[config.mk]
export PLATFORM = sky130hd
export DESIGN_NAME = leet_normalized_edit_distance_matcher
export DESIGN_NICKNAME = d
export VERILOG_FILES = /design/src/rtl/core/lned_pkg.sv /design/src/rtl/core/leet_normalized_edit_distance_matcher.sv
export SDC_FILE = /design/constraint.sdc
export NUM_CORES = 1
export LEC_CHECK = 0
export BUFFER_PORTS_ARGS = -buffer_cell sky130_fd_sc_hd__buf_2
export CAP_MARGIN = 40
export CELL_PAD_IN_SITES_DETAIL_PLACEMENT = 0
export CELL_PAD_IN_SITES_GLOBAL_PLACEMENT = 2
export CORE_UTILIZATION = 40
export DETAILED_ROUTE_END_ITERATION = 10
export PLACE_DENSITY = 0.85
export SYNTH_ARGS = -nofsm -noshare
export SYNTH_HDL_FRONTEND = slang
export SYNTH_SLANG_ARGS = --single-unit
[constraint.sdc]
create_clock -name clk -period 9.85 [get_ports clk]
set_clock_uncertainty 0.1 [all_clocks]
set_input_delay 0.4925 -clock clk [delete_from_list [all_inputs] [get_ports clk]]
set_output_delay 0.4925 -clock clk [all_outputs]
set_load 0.05 [all_outputs]
[src/rtl/core/lned_pkg.sv]
// ============================================================================
// lned_pkg - shared definitions for the leet-normalized edit distance matcher
// Register indexes, fixed field widths, similarity scale and the character
// classification helpers used by the matcher.
// ============================================================================
`default_nettype none

package lned_pkg;

    // Default for the longest reference word the DP row can hold
    localparam int DEF_MAX_REF_LEN = 16;

    // Reference bytes carried by the two 64-bit config registers
    localparam int REF_BYTES = 16;

    // Similarity is a percent with 8 fraction bits: 100 * 256
    localparam int SIM_SCALE = 25600;

    // 25600 * 255 fits in 23 bits; the quotient never exceeds 25600
    localparam int NUM_W     = 23;
    localparam int QUO_W     = 15;
    localparam int DIV_CNT_W = 4;

    // Config port
    localparam int CFG_IDX_W  = 2;
    localparam int CFG_DATA_W = 64;

    typedef enum logic [CFG_IDX_W-1:0] {
        CFG_REF_LOW  = 2'd0,
        CFG_REF_HIGH = 2'd1,
        CFG_REF_LEN  = 2'd2,
        CFG_MAX_DIST = 2'd3
    } cfg_reg_t;

    // Leet symbols become letters; everything else passes unchanged
    function automatic logic [7:0] normalize_char(input logic [7:0] c);
        logic [7:0] r;
        case (c)
            8'h31:   r = 8'h69;  // '1' -> 'i'
            8'h30:   r = 8'h6F;  // '0' -> 'o'
            8'h33:   r = 8'h65;  // '3' -> 'e'
            8'h34:   r = 8'h61;  // '4' -> 'a'
            8'h35:   r = 8'h73;  // '5' -> 's'
            8'h37:   r = 8'h74;  // '7' -> 't'
            8'h40:   r = 8'h61;  // '@' -> 'a'
            8'h24:   r = 8'h73;  // '$' -> 's'
            8'h21:   r = 8'h69;  // '!' -> 'i'
            default: r = c;
        endcase
        return r;
    endfunction

    // Blank, tab, LF, VT, FF, CR
    function automatic logic is_space(input logic [7:0] c);
        return (c == 8'h20) || ((c >= 8'h09) && (c <= 8'h0D));
    endfunction

    function automatic logic is_alnum(input logic [7:0] c);
        return ((c >= 8'h30) && (c <= 8'h39)) ||
               ((c >= 8'h61) && (c <= 8'h7A)) ||
               ((c >= 8'h41) && (c <= 8'h5A));
    endfunction

endpackage

`default_nettype wire

[src/rtl/core/leet_normalized_edit_distance_matcher.sv]
// ============================================================================
// leet_normalized_edit_distance_matcher - word matcher on normalized text
// Normalizes raw message bytes, splits them into words and scores each word
// against a configured reference word by Levenshtein distance.
// ============================================================================
//
// Usage:
//   s_* carries one message byte per item (tdata = msg_byte, tlast = end of
//   message). m_* carries one result per matching word. cfg_* writes the
//   reference bytes, reference length and distance threshold; write it only
//   while no item is in flight.
// Operation:
//   a dropped or blank byte without a word to close goes straight to finish
//   letter or digit: one DP cell per cycle through the shared cell unit and
//   the row memory, which has one read port and one write port
//   closing a word reads the last cell and tests it; a matching word then
//   takes one multiply and the one-bit-per-cycle restoring divider
//   A result appears on m_* in the cycle after the sequencer emits it.
// s_tready is high only while the sequencer is idle.
// The result sits in an output register; the next item is taken while it
// waits. A further result waits in the sequencer until that register frees.
// Reset: config returns to defaults (threshold 1), word state clears and all
// row-valid flags clear at once, so there is no clearing pass.

`default_nettype none

module leet_normalized_edit_distance_matcher
    import lned_pkg::*;
#(
    parameter int MAX_REF_LEN = DEF_MAX_REF_LEN
)
(
    input  wire logic                  clk,
    input  wire logic                  rst_n,

    // Input bytes
    input  wire logic                  s_tvalid,
    output      logic                  s_tready,
    input  wire logic [7:0]            s_tdata,   // [7:0] msg_byte
    input  wire logic                  s_tlast,   // end_of_message

    // Results
    output      logic                  m_tvalid,
    input  wire logic                  m_tready,
    output      logic [47:0]           m_tdata,   // [7:0] distance, [22:8] similarity,
                                                  // [30:23] word_length,
                                                  // [46:31] word_index, [47] zero
    output      logic                  m_tuser,   // [0] saturated

    // Config writes
    input  wire logic                  cfg_valid,
    output      logic                  cfg_ready,
    input  wire logic [CFG_IDX_W-1:0]  cfg_index,
    input  wire logic [CFG_DATA_W-1:0] cfg_data
);

    localparam int COL_W  = $clog2(MAX_REF_LEN + 1);
    localparam int ADDR_W = (MAX_REF_LEN > 1) ? $clog2(MAX_REF_LEN) : 1;

    typedef enum logic [8:0] {
        ST_IDLE     = 9'b000000001,
        ST_PREP     = 9'b000000010,
        ST_CELL     = 9'b000000100,
        ST_CLOSE_RD = 9'b000001000,
        ST_CLOSE_D  = 9'b000010000,
        ST_MUL      = 9'b000100000,
        ST_DIV      = 9'b001000000,
        ST_EMIT     = 9'b010000000,
        ST_FINISH   = 9'b100000000
    } state_t;

    // ------------------------------------------------------------------
    // Declarations
    // ------------------------------------------------------------------
    logic [63:0]            ref_low_reg;
    logic [63:0]            ref_high_reg;
    logic [4:0]             ref_len_reg;
    logic [7:0]             max_dist_reg;

    state_t                 state_reg, state_next;
    logic [7:0]             char_reg, char_next;
    logic                   eom_reg, eom_next;
    logic                   close_reg, close_next;
    logic                   inside_reg, inside_next;
    logic [7:0]             cwl_reg, cwl_next;
    logic                   ovf_reg, ovf_next;
    logic [15:0]            words_reg, words_next;
    logic [COL_W-1:0]       col_reg, col_next;
    logic [7:0]             diag_reg, diag_next;
    logic [7:0]             left_reg, left_next;
    logic [7:0]             d_reg, d_next;
    logic [7:0]             big_reg, big_next;
    logic [7:0]             diff_reg, diff_next;
    logic [7:0]             rem_reg, rem_next;
    logic [QUO_W-1:0]       quo_reg, quo_next;
    logic [DIV_CNT_W-1:0]   cnt_reg, cnt_next;
    logic [15:0]            idx_reg, idx_next;
    logic [MAX_REF_LEN-1:0] valid_reg;

    logic                   m_valid_reg, m_valid_next;
    logic [7:0]             out_dist_reg;
    logic [QUO_W-1:0]       out_sim_reg;
    logic [7:0]             out_len_reg;
    logic [15:0]            out_idx_reg;
    logic                   out_sat_reg;
    logic                   out_load;

    // DP row cells 1..MAX_REF_LEN; cell 0 always equals the word length
    logic [7:0]             row_mem [MAX_REF_LEN];
    logic [7:0]             rd_data_reg;
    logic                   rd_hit_reg;
    logic [ADDR_W-1:0]      rd_addr;
    logic [ADDR_W-1:0]      wr_addr;
    logic                   wr_en;

    logic [COL_W-1:0]       n_eff;
    logic [7:0]             n8;
    logic [7:0]             in_byte;
    logic [7:0]             in_norm;
    logic                   in_add;
    logic                   in_space;
    logic                   close_req;
    logic                   accept;
    logic [7:0]             base_len;
    logic [7:0]             new_len;

    logic [7:0]             ref_bytes [REF_BYTES];
    logic [COL_W-1:0]       ref_idx;
    logic [7:0]             ref_b;
    logic [7:0]             up;
    logic [8:0]             up1, left1, sub, best;
    logic                   cell_sat;
    logic [7:0]             cell_val;

    logic [7:0]             close_d;
    logic [7:0]             close_big;
    logic [NUM_W-1:0]       num;
    logic [8:0]             trial;
    logic                   trial_ge;
    logic [8:0]             trial_sub;

    // ------------------------------------------------------------------
    // Config registers
    // ------------------------------------------------------------------
    assign cfg_ready = 1'b1;

    always_ff @(posedge clk or negedge rst_n)
    begin
        if (!rst_n)
        begin
            ref_low_reg  <= '0;
            ref_high_reg <= '0;
            ref_len_reg  <= '0;
            max_dist_reg <= 8'd1;
        end
        else if (cfg_valid)
        begin
            case (cfg_index)
                CFG_REF_LOW:  ref_low_reg  <= cfg_data;
                CFG_REF_HIGH: ref_high_reg <= cfg_data;
                CFG_REF_LEN:  ref_len_reg  <= cfg_data[4:0];
                CFG_MAX_DIST: max_dist_reg <= cfg_data[7:0];
                default:      ;
            endcase
        end
    end

    // Effective reference length, clamped to the row size
    assign n_eff = (int'(ref_len_reg) > MAX_REF_LEN) ? COL_W'(MAX_REF_LEN)
                                                     : COL_W'(ref_len_reg);
    assign n8    = 8'(n_eff);

    // Reference bytes, byte 0 in the low bits of the low register
    always_comb
    begin
        for (int i = 0; i < 8; i++)
        begin
            ref_bytes[i]     = ref_low_reg[8*i +: 8];
            ref_bytes[i + 8] = ref_high_reg[8*i +: 8];
        end
    end

    // ------------------------------------------------------------------
    // Input decode
    // ------------------------------------------------------------------
    assign s_tready  = (state_reg == ST_IDLE);
    assign accept    = s_tvalid && s_tready;
    assign in_byte   = s_tdata;
    assign in_norm   = normalize_char(in_byte);
    assign in_add    = !in_byte[7] && is_alnum(in_norm);
    assign in_space  = !in_byte[7] && is_space(in_norm);
    assign close_req = in_add ? s_tlast : (inside_reg && (in_space || s_tlast));

    // Word length seen before this character, then after it
    assign base_len  = inside_reg ? cwl_reg : 8'd0;
    assign new_len   = (base_len == 8'hFF) ? 8'hFF : base_len + 8'd1;

    // ------------------------------------------------------------------
    // Shared DP cell unit
    // ------------------------------------------------------------------
    assign up       = rd_hit_reg ? rd_data_reg : 8'(col_reg);
    assign ref_idx  = col_reg - COL_W'(1);
    assign ref_b    = (int'(ref_idx) < REF_BYTES) ? ref_bytes[4'(ref_idx)] : 8'd0;
    assign up1      = {1'b0, up} + 9'd1;
    assign left1    = {1'b0, left_reg} + 9'd1;
    assign sub      = {1'b0, diag_reg} + ((ref_b != char_reg) ? 9'd1 : 9'd0);

    always_comb
    begin
        best = up1;
        if (left1 < best)
        begin
            best = left1;
        end
        if (sub < best)
        begin
            best = sub;
        end
    end

    assign cell_sat = (best >= 9'd255);
    assign cell_val = cell_sat ? 8'hFF : best[7:0];

    // ------------------------------------------------------------------
    // Close decode and divider step
    // ------------------------------------------------------------------
    // Last cell; one never written in this word still holds its column number
    assign close_d   = (n_eff == '0) ? cwl_reg : (rd_hit_reg ? rd_data_reg : n8);
    assign close_big = (cwl_reg > n8) ? cwl_reg : n8;
    assign num       = NUM_W'(SIM_SCALE) * NUM_W'(diff_reg);
    assign trial     = {rem_reg, quo_reg[QUO_W-1]};
    assign trial_ge  = (trial >= {1'b0, big_reg});
    assign trial_sub = trial - {1'b0, big_reg};

    // ------------------------------------------------------------------
    // Row memory access
    // ------------------------------------------------------------------
    always_comb
    begin
        case (state_reg)
            ST_PREP:     rd_addr = '0;
            ST_CELL:     rd_addr = ADDR_W'(col_reg);
            default:     rd_addr = ADDR_W'(n_eff - COL_W'(1));
        endcase
    end

    assign wr_en   = (state_reg == ST_CELL);
    assign wr_addr = ADDR_W'(ref_idx);

    always_ff @(posedge clk)
    begin
        if (wr_en)
        begin
            row_mem[wr_addr] <= cell_val;
        end
        rd_data_reg <= row_mem[rd_addr];
    end

    // Per-cell valid flags; an invalid cell reads as its column number
    always_ff @(posedge clk or negedge rst_n)
    begin
        if (!rst_n)
        begin
            valid_reg  <= '0;
            rd_hit_reg <= 1'b0;
        end
        else
        begin
            rd_hit_reg <= (int'(rd_addr) < MAX_REF_LEN) && valid_reg[rd_addr];
            if (accept && in_add && !inside_reg)
            begin
                valid_reg <= '0;
            end
            else if (wr_en)
            begin
                valid_reg[wr_addr] <= 1'b1;
            end
        end
    end

    // ------------------------------------------------------------------
    // Sequencer
    // ------------------------------------------------------------------
    always_comb
    begin
        state_next  = state_reg;
        char_next   = char_reg;
        eom_next    = eom_reg;
        close_next  = close_reg;
        inside_next = inside_reg;
        cwl_next    = cwl_reg;
        ovf_next    = ovf_reg;
        words_next  = words_reg;
        col_next    = col_reg;
        diag_next   = diag_reg;
        left_next   = left_reg;
        d_next      = d_reg;
        big_next    = big_reg;
        diff_next   = diff_reg;
        rem_next    = rem_reg;
        quo_next    = quo_reg;
        cnt_next    = cnt_reg;
        idx_next    = idx_reg;
        out_load    = 1'b0;

        case (state_reg)
            ST_IDLE:
            begin
                if (s_tvalid)
                begin
                    char_next  = in_norm;
                    eom_next   = s_tlast;
                    close_next = close_req;
                    if (in_add)
                    begin
                        cwl_next    = new_len;
                        diag_next   = base_len;
                        left_next   = new_len;
                        ovf_next    = (inside_reg && ovf_reg) || (new_len == 8'hFF);
                        inside_next = 1'b1;
                        if (n_eff != '0)
                        begin
                            state_next = ST_PREP;
                        end
                        else
                        begin
                            state_next = close_req ? ST_CLOSE_RD : ST_FINISH;
                        end
                    end
                    else
                    begin
                        state_next = close_req ? ST_CLOSE_RD : ST_FINISH;
                    end
                end
            end

            ST_PREP:
            begin
                col_next   = COL_W'(1);
                state_next = ST_CELL;
            end

            // One DP cell per cycle
            ST_CELL:
            begin
                left_next = cell_val;
                diag_next = up;
                ovf_next  = ovf_reg || cell_sat;
                if (col_reg == n_eff)
                begin
                    state_next = close_reg ? ST_CLOSE_RD : ST_FINISH;
                end
                else
                begin
                    col_next = col_reg + COL_W'(1);
                end
            end

            ST_CLOSE_RD:
            begin
                state_next = ST_CLOSE_D;
            end

            // Word closes: count it, test the threshold
            ST_CLOSE_D:
            begin
                d_next      = close_d;
                diff_next   = (close_d <= close_big) ? close_big - close_d : 8'd0;
                big_next    = (close_big == 8'd0) ? 8'd1 : close_big;
                idx_next    = words_reg;
                words_next  = (words_reg == 16'hFFFF) ? words_reg : words_reg + 16'd1;
                inside_next = 1'b0;
                state_next  = (close_d <= max_dist_reg) ? ST_MUL : ST_FINISH;
            end

            // Top bits of the numerator are already below the divisor
            ST_MUL:
            begin
                rem_next   = num[NUM_W-1:QUO_W];
                quo_next   = num[QUO_W-1:0];
                cnt_next   = '0;
                state_next = ST_DIV;
            end

            // Restoring division, one quotient bit per cycle
            ST_DIV:
            begin
                rem_next = trial_ge ? trial_sub[7:0] : trial[7:0];
                quo_next = {quo_reg[QUO_W-2:0], trial_ge};
                cnt_next = cnt_reg + DIV_CNT_W'(1);
                if (cnt_reg == DIV_CNT_W'(QUO_W - 1))
                begin
                    state_next = ST_EMIT;
                end
            end

            ST_EMIT:
            begin
                if (!m_valid_reg || m_tready)
                begin
                    out_load   = 1'b1;
                    state_next = ST_FINISH;
                end
            end

            ST_FINISH:
            begin
                if (eom_reg)
                begin
                    words_next  = '0;
                    inside_next = 1'b0;
                end
                state_next = ST_IDLE;
            end

            default:
            begin
                state_next = ST_IDLE;
            end
        endcase
    end

    // Control state
    always_ff @(posedge clk or negedge rst_n)
    begin
        if (!rst_n)
        begin
            state_reg  <= ST_IDLE;
            inside_reg <= 1'b0;
            cwl_reg    <= '0;
            ovf_reg    <= 1'b0;
            words_reg  <= '0;
            close_reg  <= 1'b0;
            eom_reg    <= 1'b0;
            col_reg    <= '0;
            cnt_reg    <= '0;
        end
        else
        begin
            state_reg  <= state_next;
            inside_reg <= inside_next;
            cwl_reg    <= cwl_next;
            ovf_reg    <= ovf_next;
            words_reg  <= words_next;
            close_reg  <= close_next;
            eom_reg    <= eom_next;
            col_reg    <= col_next;
            cnt_reg    <= cnt_next;
        end
    end

    // Datapath registers
    always_ff @(posedge clk)
    begin
        char_reg <= char_next;
        diag_reg <= diag_next;
        left_reg <= left_next;
        d_reg    <= d_next;
        big_reg  <= big_next;
        diff_reg <= diff_next;
        rem_reg  <= rem_next;
        quo_reg  <= quo_next;
        idx_reg  <= idx_next;
    end

    // ------------------------------------------------------------------
    // Output register
    // ------------------------------------------------------------------
    always_comb
    begin
        m_valid_next = m_valid_reg;
        if (out_load)
        begin
            m_valid_next = 1'b1;
        end
        else if (m_tready)
        begin
            m_valid_next = 1'b0;
        end
    end

    always_ff @(posedge clk or negedge rst_n)
    begin
        if (!rst_n)
        begin
            m_valid_reg <= 1'b0;
        end
        else
        begin
            m_valid_reg <= m_valid_next;
        end
    end

    always_ff @(posedge clk)
    begin
        if (out_load)
        begin
            out_dist_reg <= d_reg;
            out_sim_reg  <= quo_reg;
            out_len_reg  <= cwl_reg;
            out_idx_reg  <= idx_reg;
            out_sat_reg  <= ovf_reg;
        end
    end

    assign m_tvalid = m_valid_reg;
    assign m_tdata  = {1'b0, out_idx_reg, out_len_reg, out_sim_reg, out_dist_reg};
    assign m_tuser  = out_sat_reg;

    // ------------------------------------------------------------------
    // Assertions
    // ------------------------------------------------------------------
    a_col_range: assert property (@(posedge clk) disable iff (!rst_n)
        (state_reg == ST_CELL) |-> (col_reg != '0) && (col_reg <= n_eff))
        else $error("DP column outside the reference word");

    a_div_count: assert property (@(posedge clk) disable iff (!rst_n)
        (state_reg == ST_DIV) |-> (cnt_reg < DIV_CNT_W'(QUO_W)))
        else $error("divider ran past its quotient width");

    a_sim_bound: assert property (@(posedge clk) disable iff (!rst_n)
        (state_reg == ST_EMIT) |-> (int'(quo_reg) <= SIM_SCALE))
        else $error("similarity above full scale");

    a_word_len: assert property (@(posedge clk) disable iff (!rst_n)
        inside_reg |-> (cwl_reg != 8'd0))
        else $error("open word with zero length");

    a_emit_slot: assert property (@(posedge clk) disable iff (!rst_n)
        out_load |-> (!m_valid_reg || m_tready))
        else $error("result loaded over an untaken result");

endmodule

`default_nettype wire
==> qor.yml <==
yosys_warnings: 0
synthAdderAreaFrac: 0.0506
initial_utilization: 0.408
status: "complete, no violations"
synth-simple-area-share: 0.116
routedWlPerCell_um: 20.3
cts-htree-levels: 2
vdd_drop_max_uv: 149
die_h_um: 243
synth-seq-cells: 476
p_per_area_nw_per_um2: 282
largest_reg_flops: 128
final_nets: 2245
rsz0062_at_grt: "false"
clock.fmax_mhz: 128
fp.dieW_um: 243
synth_top_area_frac: 0.341
yosysMostFrequentCell: "edfxtp_1"
fin_cells: 2872
grt_first_pass_wirelength_mm: 91.3
synth-seq-area-share: 0.569
synth.area.top_cells: "edfxtp_1 34%, dfrtp_1 22%, mux2_2 7.2%"
total_power_mw: 7.66
post_cts_buffers: 0
place_ws_ps: 2070
vias: 15656
cp_slowest_stage_delay_ps: 730
drive_above_1_share: 0.227
pwr-share-seq: 0.370
die-area_um2: 58900
cts_sinks: 476
slew_headroom: 0.403
grt_start_max_net_pins: 73
grt_usage: 0.199
syn_avg_cell_area_um2: 12.2
cts_root_buf: "clkbuf_16"
grt_pass1_vias: 15512
intPower_mw: 4.97
crit_required_ps: 9950
yosys.area.top_type: "edfxtp_1"
drc: 0
setup_tns_ps: 0
final_util: 0.478
final_area_um2: 27200
synth_compound_area_frac: 0.0954
power_leakage_nw: 11.0
fp.coreArea_um2: 56800
cp_data_arrival_time_ps: 7920
swShare: 0.352
synth_edf_count: 263
path_max_fanout: 16
clkPwrFrac: 0.268
port_buffers: 129
dpl_cell_area_um2: 25000
synth_xor_area_frac: 0.0200
period_needed_ps: 7820
cts_buffers: 50
finalSetupViolations: 0
criticalPathCategory: "flip-flop to flip-flop"
grt_overflow_total: 0
drv_cap: 0
worst_pin_slew_ps: 886
start_kind: "flip-flop"
viasPerCell: 5.45
synthArstFlopShare: 0.431
cp_slowest_cell: "ha_1"
wl_mm: 58.3
holdWs_ps: 43.8
worst_slack_ps: 2030
syn_inst: 1903
synth_top_family_by_area: "multiplexers"
regArea_um2: 13200
synth_area_um2: 23200
antenna_found_initial: 0
clk_path_buf_depth: 3
antenna_left: 0
clkTransAtPathRegs_ps: 70
combPwrFrac: 0.362
finalHoldViolCount: 0
endpoint_kind: "flip-flop"
clk-insertion-delay-late_ps: 620
firstDrtPassIters: 5
ys.flop_type: "edfxtp_1"
syn_nets: 2073
numPlacedInstances: 2746
synth_cell_type_count: 81
nFillCells: 5178
place_hpwl_mm: 40.1
diodes: 0
cts_tree: "built"
synth_mux_area_frac: 0.118
p_sw_mw: 2.69
io_pins: 132
rows: 87
maxSlewViolCount: 0
area_growth_pct: 17.2
synth_common_cells: "263 x edfxtp_1, 213 x nand2_1, 203 x dfrtp_1"
drtIter0Drc: 1038
gp_congestion: 0.870
crit_path_frequent_cell: "ha_1"
cts-resized-gates: 0
multiInputGateArea_um2: 9380
fin_crit_sh: 0.794
cts_hold_buf: 33
hp-class: "input pin to flip-flop"
## routing by layer
layer	GRT usage	wire, um
met1	0.278	26600
met2	0.324	27800
met3	0.0302	2980
met4	0.0462	976
met5	0	0
## area by class of cell
type                       instances  share of cell area
multi-input combinational       1247               0.345
tap                              756              0.0348
timing repair buffer             217              0.0558
inverter                          83              0.0115
clock inverter                    24              0.0138
sequential                       476               0.486
clock buffer                      69              0.0536
## power groups by stage
stage                     combinational, mW  sequential, mW  clock [mW]
final                                  2.77            2.83        2.06
after global routing                   3.08            2.86        2.18
after CTS                              2.80            2.83        2.10
after detailed placement               2.78            2.87           0
after global placement                 2.68            2.86           0
after floorplan                        2.07            2.74           0
## path summary, 6_finish.rpt
kind / from / endpoint / slack [ps] / depth (start not counted)
max reg2reg: col_reg[1] / row_mem[4][1] / 2030 / 26
min: cfg_data[33] / ref_low_reg[33] / 40 / 2
min reg2reg: idx_reg[10] / out_idx_reg[10] / 320 / 0
max in group asynchronous: rst_n / cwl_reg[5] / 8160 / 4
min in group asynchronous: rst_n / ref_high_reg[32] / 340 / 2
max: col_reg[1] / row_mem[4][1] / 2030 / 26
## placed cells by master, fill, tap and decap left out, types with 9 or more instances in the layout
master / n
a211oi_1: 48
a21o_1: 15
a21oi_1: 45
a311o_1: 9
a311oi_1: 10
a31oi_1: 39
and2_0: 9
and2_1: 39
and3_1: 10
buf_2: 133
buf_4: 40
clkbuf_16: 52
clkbuf_8: 10
dfrtp_1: 202
dlygate4sd3_1: 33
edfxtp_1: 263
ha_1: 85
inv_1: 82
mux2_2: 149
mux2i_1: 24
mux4_2: 32
nand2_1: 213
nand2b_1: 11
nand3_1: 55
nand3b_1: 10
nand4_1: 21
nor2_1: 109
nor2b_1: 15
nor3_1: 21
o211ai_1: 18
o21a_1: 14
o21ai_0: 63
o21ai_1: 9
xnor2_1: 33
xor2_1: 18
## logic make-up (layout without fill, tap and decap cells)
kind of cell	count (synthesis)	in the layout
adders and majority gates	91	91
AOI/OAI and AO/OA	326	326
DFF	476	476
muxes	213	213
xor gates and xnor gates	53	53
buffers and inverters	180	393
and+or+nand+nor	562	562
other	2	2
## critical path: cells and delay by family, from the launching register on
| family | cells | cell delay, ps |
|---|---|---|
| adder cells (fa/ha/maj) | 4 | 1600 |
| AO/OA/AOI/OAI | 9 | 1900 |
| flip-flops | 1 | 570 |
| buffers and inverters | 3 | 560 |
| multiplexers | 2 | 550 |
| AND/OR/NAND/NOR | 6 | 1610 |
| XOR/XNOR | 2 | 460 |
Note: power is estimated with default switching activity, not from simulation.
